**config.mk**
```make
export PLATFORM = sky130hd
export DESIGN_NAME = touch_long_press_qualifier
export DESIGN_NICKNAME = d
export VERILOG_FILES = /design/src/sv/tlpq_pkg.sv /design/src/sv/touch_long_press_qualifier.sv /design/src/sv/tlpq_cfg_regs.sv /design/src/sv/tlpq_in_stage.sv /design/src/sv/tlpq_core.sv
export SDC_FILE = /design/constraint.sdc
export NUM_CORES = 1
export LEC_CHECK = 0
export ABC_AREA = 1
export BUFFER_PORTS_ARGS = -buffer_cell sky130_fd_sc_hd__buf_2
export CORE_MARGIN = 1.5
export CORE_UTILIZATION = 50
export CTS_CLUSTER_DIAMETER = 150
export DETAILED_ROUTE_END_ITERATION = 16
export PLACE_DENSITY = 0.7
export SLEW_MARGIN = 20
export SYNTH_ARGS = -nofsm -noshare
export SYNTH_HDL_FRONTEND = slang
export SYNTH_SLANG_ARGS = --single-unit
```
**constraint.sdc**
```tcl
create_clock -name aclk -period 10.7 [get_ports aclk]
set_input_delay 2.14 -clock aclk [delete_from_list [all_inputs] [get_ports aclk]]
set_output_delay 2.14 -clock aclk [all_outputs]
set_load 0.02 [all_outputs]
```
**src/sv/tlpq_pkg.sv**
```systemverilog
// shared types, codes and register constants for the touch long-press qualifier
package tlpq_pkg;

    // event codes
    localparam logic [1:0] OP_PRESS   = 2'd0;
    localparam logic [1:0] OP_RELEASE = 2'd1;
    localparam logic [1:0] OP_POLL    = 2'd2;

    // application modes
    localparam logic [1:0] MODE_PERF  = 2'd0;
    localparam logic [1:0] MODE_SAVER = 2'd1;
    localparam logic [1:0] MODE_PROG  = 2'd2;

    // the one pad that acts
    localparam logic [3:0] PAD_ID = 4'd12;

    // configuration register indexes
    localparam logic [2:0] REG_LONG_PRESS = 3'd0;
    localparam logic [2:0] REG_ELEV_THR   = 3'd1;
    localparam logic [2:0] REG_SHORT_MIN  = 3'd2;
    localparam logic [2:0] REG_BOOT_GRACE = 3'd3;
    localparam logic [2:0] REG_POLL_STEP  = 3'd4;

    // configuration reset values
    localparam logic [15:0] LONG_PRESS_RST = 16'd2000;
    localparam logic [21:0] ELEV_THR_RST   = 22'd0;
    localparam logic [15:0] SHORT_MIN_RST  = 16'd75;
    localparam logic [15:0] BOOT_GRACE_RST = 16'd8000;
    localparam logic [9:0]  POLL_STEP_RST  = 10'd100;

    localparam int APB_ADDR_W = 5;

    typedef struct packed {
        logic [1:0]  opcode;
        logic [3:0]  pad_number;
        logic [1:0]  app_mode;
        logic        switch_pressed;
        logic        reading_valid;
        logic [21:0] smooth_reading;
        logic [21:0] my_reading;
        logic [21:0] baseline_reading;
        logic [31:0] time_ms;
        logic        calib_busy;
    } in_word_t;

    typedef struct packed {
        logic hold_active;
        logic long_press_fired;
        logic back_request;
        logic recover_request;
        logic armed;
    } out_word_t;

    typedef struct packed {
        logic [15:0] long_press_ms;
        logic [21:0] elev_threshold;
        logic [15:0] short_press_min_ms;
        logic [15:0] boot_grace_ms;
        logic [9:0]  poll_step_ms;
    } cfg_t;

endpackage

```
**src/sv/touch_long_press_qualifier.sv**
```systemverilog
// top level of the touch long-press qualifier
//
//  channel   ports                      word
//  input     s_valid s_ready s_data     event (press, release, poll)
//  result    m_valid m_ready m_data     hold, pulses and armed level
//  config    psel penable pwrite paddr  five registers at 4*i
//
// one word per cycle while the result is taken; input register, then result register
// state updates as a word moves into the result register, so back-to-back words chain
// a stalled result holds, and one more word waits in the input register
// reset is synchronous on aresetn low; configuration returns to its defaults
module touch_long_press_qualifier (
    input  logic                           aclk,
    input  logic                           aresetn,
    input  logic                           s_valid,
    output logic                           s_ready,
    input  tlpq_pkg::in_word_t             s_data,
    output logic                           m_valid,
    input  logic                           m_ready,
    output tlpq_pkg::out_word_t            m_data,
    input  logic                           psel,
    input  logic                           penable,
    input  logic                           pwrite,
    input  logic [tlpq_pkg::APB_ADDR_W-1:0] paddr,
    input  logic [31:0]                    pwdata,
    output logic [31:0]                    prdata,
    output logic                           pready
);
    import tlpq_pkg::*;

    cfg_t     cfg;
    logic     ev_valid;
    logic     ev_take;
    in_word_t ev_data;

    // configuration registers
    tlpq_cfg_regs u_cfg (
        .aclk    (aclk),
        .aresetn (aresetn),
        .psel    (psel),
        .penable (penable),
        .pwrite  (pwrite),
        .paddr   (paddr),
        .pwdata  (pwdata),
        .prdata  (prdata),
        .pready  (pready),
        .cfg     (cfg)
    );

    // input register
    tlpq_in_stage u_in (
        .aclk     (aclk),
        .aresetn  (aresetn),
        .s_valid  (s_valid),
        .s_ready  (s_ready),
        .s_data   (s_data),
        .ev_valid (ev_valid),
        .ev_data  (ev_data),
        .ev_take  (ev_take)
    );

    // qualification logic and result register
    tlpq_core u_core (
        .aclk     (aclk),
        .aresetn  (aresetn),
        .cfg      (cfg),
        .ev_valid (ev_valid),
        .ev_data  (ev_data),
        .ev_take  (ev_take),
        .m_valid  (m_valid),
        .m_ready  (m_ready),
        .m_data   (m_data)
    );

    // polling never runs without the hold indication
    a_armed_hold: assert property (@(posedge aclk) disable iff (!aresetn)
        m_valid && m_data.armed |-> m_data.hold_active)
        else $error("armed without hold");

    // a fired long press stops polling and keeps the hold level
    a_fire_stops: assert property (@(posedge aclk) disable iff (!aresetn)
        m_valid && m_data.long_press_fired |-> !m_data.armed && m_data.hold_active)
        else $error("fire left polling running");

    // back only comes from a release, so never alongside recover or fire
    a_pulse_excl: assert property (@(posedge aclk) disable iff (!aresetn)
        m_valid && m_data.back_request |-> !m_data.recover_request
            && !m_data.long_press_fired && !m_data.hold_active)
        else $error("back overlaps another pulse");

    // reset empties the result register
    a_reset_empty: assert property (@(posedge aclk)
        !aresetn |=> !m_valid)
        else $error("result valid after reset");

endmodule

```
**src/sv/tlpq_cfg_regs.sv**
```systemverilog
// configuration register file behind the apb port
module tlpq_cfg_regs (
    input  logic                           aclk,
    input  logic                           aresetn,
    input  logic                           psel,
    input  logic                           penable,
    input  logic                           pwrite,
    input  logic [tlpq_pkg::APB_ADDR_W-1:0] paddr,
    input  logic [31:0]                    pwdata,
    output logic [31:0]                    prdata,
    output logic                           pready,
    output tlpq_pkg::cfg_t                 cfg
);
    import tlpq_pkg::*;

    cfg_t       cfg_reg;
    logic [2:0] reg_idx;
    logic       wr_en;

    assign reg_idx = paddr[APB_ADDR_W-1:2];
    assign wr_en   = psel && penable && pwrite;
    assign pready  = 1'b1;
    assign cfg     = cfg_reg;

    // register writes
    always_ff @(posedge aclk) begin
        if (!aresetn) begin
            cfg_reg.long_press_ms      <= LONG_PRESS_RST;
            cfg_reg.elev_threshold     <= ELEV_THR_RST;
            cfg_reg.short_press_min_ms <= SHORT_MIN_RST;
            cfg_reg.boot_grace_ms      <= BOOT_GRACE_RST;
            cfg_reg.poll_step_ms       <= POLL_STEP_RST;
        end else if (wr_en) begin
            unique case (reg_idx)
                REG_LONG_PRESS: cfg_reg.long_press_ms      <= pwdata[15:0];
                REG_ELEV_THR:   cfg_reg.elev_threshold     <= pwdata[21:0];
                REG_SHORT_MIN:  cfg_reg.short_press_min_ms <= pwdata[15:0];
                REG_BOOT_GRACE: cfg_reg.boot_grace_ms      <= pwdata[15:0];
                REG_POLL_STEP:  cfg_reg.poll_step_ms       <= pwdata[9:0];
                default: ;
            endcase
        end
    end

    // read mux
    always_comb begin
        unique case (reg_idx)
            REG_LONG_PRESS: prdata = {16'd0, cfg_reg.long_press_ms};
            REG_ELEV_THR:   prdata = {10'd0, cfg_reg.elev_threshold};
            REG_SHORT_MIN:  prdata = {16'd0, cfg_reg.short_press_min_ms};
            REG_BOOT_GRACE: prdata = {16'd0, cfg_reg.boot_grace_ms};
            REG_POLL_STEP:  prdata = {22'd0, cfg_reg.poll_step_ms};
            default:        prdata = 32'd0;
        endcase
    end

endmodule

```
**src/sv/tlpq_in_stage.sv**
```systemverilog
// input register stage for event words
module tlpq_in_stage (
    input  logic               aclk,
    input  logic               aresetn,
    input  logic               s_valid,
    output logic               s_ready,
    input  tlpq_pkg::in_word_t s_data,
    output logic               ev_valid,
    output tlpq_pkg::in_word_t ev_data,
    input  logic               ev_take
);
    import tlpq_pkg::*;

    logic     valid_reg;
    in_word_t data_reg;

    assign s_ready  = !valid_reg || ev_take;
    assign ev_valid = valid_reg;
    assign ev_data  = data_reg;

    // valid flag
    always_ff @(posedge aclk) begin
        if (!aresetn) begin
            valid_reg <= 1'b0;
        end else if (s_ready) begin
            valid_reg <= s_valid;
        end
    end

    // payload
    always_ff @(posedge aclk) begin
        if (s_ready && s_valid) begin
            data_reg <= s_data;
        end
    end

endmodule

```
**src/sv/tlpq_core.sv**
```systemverilog
// press qualification state, next-state logic and result register
module tlpq_core (
    input  logic                aclk,
    input  logic                aresetn,
    input  tlpq_pkg::cfg_t      cfg,
    input  logic                ev_valid,
    input  tlpq_pkg::in_word_t  ev_data,
    output logic                ev_take,
    output logic                m_valid,
    input  logic                m_ready,
    output tlpq_pkg::out_word_t m_data
);
    import tlpq_pkg::*;

    logic        armed_reg, armed_next;
    logic        fired_reg, fired_next;
    logic        hold_reg, hold_next;
    logic [16:0] accum_reg, accum_next;
    logic [31:0] start_reg, start_next;
    logic        out_valid_reg;
    out_word_t   out_reg, out_next;

    logic        perf_like;
    logic        pad_hit;
    logic        elevated;
    logic        collapsed;
    logic [21:0] elev_diff;
    logic [23:0] base_x3;
    logic [16:0] accum_sum;
    logic [31:0] duration;
    logic        fire, back, recover;

    assign ev_take = ev_valid && (!out_valid_reg || m_ready);
    assign m_valid = out_valid_reg;
    assign m_data  = out_reg;

    // shared compares
    always_comb begin
        perf_like = (ev_data.app_mode == MODE_PERF) || (ev_data.app_mode == MODE_SAVER);
        pad_hit   = ev_data.pad_number == PAD_ID;
        elev_diff = ev_data.smooth_reading - ev_data.baseline_reading;
        elevated  = ev_data.reading_valid && (ev_data.baseline_reading != 22'd0)
                    && (ev_data.smooth_reading > ev_data.baseline_reading)
                    && (elev_diff > cfg.elev_threshold);
        base_x3   = {2'd0, ev_data.baseline_reading} + {1'b0, ev_data.baseline_reading, 1'b0};
        collapsed = ev_data.reading_valid && (ev_data.baseline_reading != 22'd0)
                    && (ev_data.my_reading < base_x3[23:2]);
        accum_sum = accum_reg + {7'd0, cfg.poll_step_ms};
        duration  = ev_data.time_ms - start_reg;
    end

    // event handling
    always_comb begin
        armed_next = armed_reg;
        fired_next = fired_reg;
        hold_next  = hold_reg;
        accum_next = accum_reg;
        start_next = start_reg;
        fire       = 1'b0;
        back       = 1'b0;
        recover    = 1'b0;
        case (ev_data.opcode)
            OP_PRESS: begin
                if (pad_hit) begin
                    start_next = ev_data.time_ms;
                    if (perf_like) begin
                        if (elevated) begin
                            fired_next = 1'b0;
                            accum_next = 17'd0;
                            hold_next  = 1'b1;
                            armed_next = 1'b1;
                        end else begin
                            recover = 1'b1;
                        end
                    end
                end
            end
            OP_RELEASE: begin
                if (pad_hit) begin
                    accum_next = 17'd0;
                    hold_next  = 1'b0;
                    armed_next = 1'b0;
                    if (ev_data.app_mode == MODE_PROG && !ev_data.calib_busy) begin
                        if (fired_reg) begin
                            fired_next = 1'b0;
                        end else if (duration >= {16'd0, cfg.short_press_min_ms}) begin
                            back = 1'b1;
                        end
                    end
                end
            end
            OP_POLL: begin
                if (armed_reg) begin
                    if (!perf_like || (ev_data.time_ms < {16'd0, cfg.boot_grace_ms})
                            || !ev_data.switch_pressed || !elevated) begin
                        // abort; recovery only when the benchmark collapsed
                        accum_next = 17'd0;
                        hold_next  = 1'b0;
                        armed_next = 1'b0;
                        recover    = perf_like && (ev_data.time_ms >= {16'd0, cfg.boot_grace_ms})
                                     && ev_data.switch_pressed && collapsed;
                    end else begin
                        accum_next = accum_sum;
                        if (accum_sum >= {1'b0, cfg.long_press_ms}) begin
                            armed_next = 1'b0;
                            fired_next = 1'b1;
                            fire       = 1'b1;
                        end
                    end
                end
            end
            default: ;
        endcase
        out_next.hold_active      = hold_next;
        out_next.long_press_fired = fire;
        out_next.back_request     = back;
        out_next.recover_request  = recover;
        out_next.armed            = armed_next;
    end

    // state and result valid
    always_ff @(posedge aclk) begin
        if (!aresetn) begin
            armed_reg     <= 1'b0;
            fired_reg     <= 1'b0;
            hold_reg      <= 1'b0;
            accum_reg     <= 17'd0;
            start_reg     <= 32'd0;
            out_valid_reg <= 1'b0;
        end else begin
            if (ev_take) begin
                armed_reg <= armed_next;
                fired_reg <= fired_next;
                hold_reg  <= hold_next;
                accum_reg <= accum_next;
                start_reg <= start_next;
            end
            if (!out_valid_reg || m_ready) begin
                out_valid_reg <= ev_valid;
            end
        end
    end

    // result word
    always_ff @(posedge aclk) begin
        if (ev_take) begin
            out_reg <= out_next;
        end
    end

endmodule

```
==> metrics <==
Seq cells post-synth 248; final hold violation count 0; ranking of synthesized cells by area edfxtp_1 21%, dfxtp_1 16%, ha_1 14%, nand2_1 12%, inv_1 7.9%; Pleak 9.16 nW; core area 32600 um2; DR top layer met4; Syn. warnings 0; setup_tns 0 ns; IO Port Bufs ~170; Die ar. ~34000 um2; # setup viols final 0; FF/Latch Area 6110 um2; GPL Wtd Cong 0.920; fillers 3020; overflow left after global routing 0; DPL Wire Length 35600 um; Hold WC Path Type reg2reg; clk sinks 248; number of synthesized flops with an enable pin 114; share of cells above drive strength 1 a little under an eighth; critical setup path kind in2out; clk_lat worst skew around 0.56 ns; Synth cell types 59; Seq/Total Area, Yosys about 37%; Final Max Tran Viols 0; leading area contributor after synthesis edfxtp_1; CTS resizes 0; max_cap viols 0; synth-to-layout area growth 13.6%; max FFs per register 109; met3 WL post-DR around 2600 um; hold slack between 0.4 and 0.5 ns; FMAX 166 MHz; Post-route DRC 0; ys async rst share 0%; total number of vias 14500; worst path required time 8.56 ns; Internal 1.84 mW; Synth Flop Type dfxtp_1; Final period util 56.2%; area occupied by multi-input gates 8990 um2; Gate power share 18.3%; min cycle time layout 6.01 ns; Starting DRT DRC Count ~990; largest net degree at the start of global routing 76; Initial Utilization 51.0%; status complete, no violations; mapped cell area between 15000 and 20000 um2; met2 wire length 20000 um; TritonRoute pass-1 iters 7; Clk pin slew, worst setup/hold paths 0.06 ns; final net count 2678; Place WS 4.74 ns; Post-DRT Antenna Nets 0; initial antenna violation count 0; Final WS setup 4.69 ns; switching pwr 0.719 mW; Synth top area share 20.6%; data arrival time of the worst path ~3.9 ns; total power 2.56 mW; WL/cell 15.9 um; hold-fix buffers at CTS 0; GRT Resource Usage Total 25.9%; clock power share between 40 and 50%; CP Max Fanout 12; RSZ-0062 raised after global routing false; Die Wd ~190 um; CTS tree done; register share of total power 40.9%; slew margin rel. 44.1%; Layout Skew 0.0111 ns; Avg Cell Area, Syn around 7.7 um2; CTS Buf Count 28; flop2flop setup slack between 6 and 7 ns; # rows 66; PwrDens 136 nW/um2; H-tree depth 1; critical path startpoint category primary input; switching share of power 28.0%; fin util 57.9%; vias in the first global route 13700; Post-CTS Setup Inserts 0; # diodes 0; CTS root buffer clkbuf_16; Vias/cell 5.19; Longest Clk Path Bufs 3; VDD IR max 0.123 mV; Worst Setup End Kind primary output; worst slew pin tran between 0.8 and 0.9 ns; post-route met1 wirelength 20900 um; # IOs 193; first-pass GRT wire length around 70000 um; Die Y 185 um; DRT Wirelength 44600 um; Synth Instances 2167
==> worst max-delay path: stages <==
cell,delay (ns)
buf_2,0.13
inv_1,0.08
nor3_1,0.05
buf_4,0.18
inv_1,0.46
o22ai_1,0.13
a221oi_1,0.28
o21ai_0,0.21
buf_2,0.21
==> layout by cell type (no fill, tap or decap), types with 20 or more instances in the layout <==
cell and instances:
nand2_1 511, inv_1 347, a21oi_1 201, ha_1 186, buf_2 169, nor2_1 156
o21ai_0 138, dfxtp_1 134, edfxtp_1 114, nand3_1 62, xor2_1 47, nand4_1 30
clkbuf_16 30, xnor2_1 20
==> metrics by stage <==
step | cell area (um2) | std cells
after floorplan | 16700 | 2176
after detailed placement | 17900 | 2747
after global routing | 18900 | 2799
after global placement | 17900 | 2747
final | 18900 | 2799
after CTS | 18900 | 2799
==> cells by family after synthesis <==
logic type | Yosys count | synth area share [%]
fa+ha+maj | 190 | 14.5
xor+xnor | 67 | 3.53
other cells | 2 | 0.0452
buf+inv | 404 | 9.49
compound gates | 431 | 14.7
simple gates | 825 | 21.0
flops | 248 | 36.7
==> cells in the mapped netlist, types with 15 or more instances <==
cell type,number
a21oi_1,201
clkbuf_1,31
dfxtp_1,134
edfxtp_1,114
ha_1,186
inv_1,349
nand2_1,511
nand3_1,62
nand4_1,30
nor2_1,156
nor2_2,15
o21ai_0,138
xnor2_1,20
xor2_1,47
==> layer usage <==
layer | vias up | GRT usage [%]
li1 | 7474 | -
met1 | 6581 | 35.6
met2 | 411 | 43.1
met3 | 66 | 3.50
met4 | 0 | 6.24
met5 | - | 0
==> power groups by stage <==
stage                     Combinational, mW  Sequential, mW  Clock, mW
after floorplan                       0.332            1.06          0
after global placement                0.446            1.07          0
after detailed placement              0.461            1.07          0
after CTS                             0.466            1.05       1.06
after global routing                  0.533            1.05       1.10
final                                 0.468            1.05       1.05
==> final timing paths <==
check / startpoint / end / cells past startpoint
setup reg to reg: u_in.ev_data[35] / u_core.accum_reg[15] / 25
hold reg to reg: u_core.start_reg[18] / u_core.start_reg[18] / 2
setup / recovery: paddr[2] / prdata[8] / 9
hold / removal: u_core.start_reg[18] / u_core.start_reg[18] / 2
==> layout make-up <==
class                      instances  share of cell area (%)
clock buffer                      39                    4.42
clock inverter                    13                   0.947
inverter                         358                    7.12
multi-input combinational       1524                    47.6
timing repair buffer             175                    4.71
sequential                       248                    32.3
tap                              442                    2.93
Power figures use the tool's default switching activity.
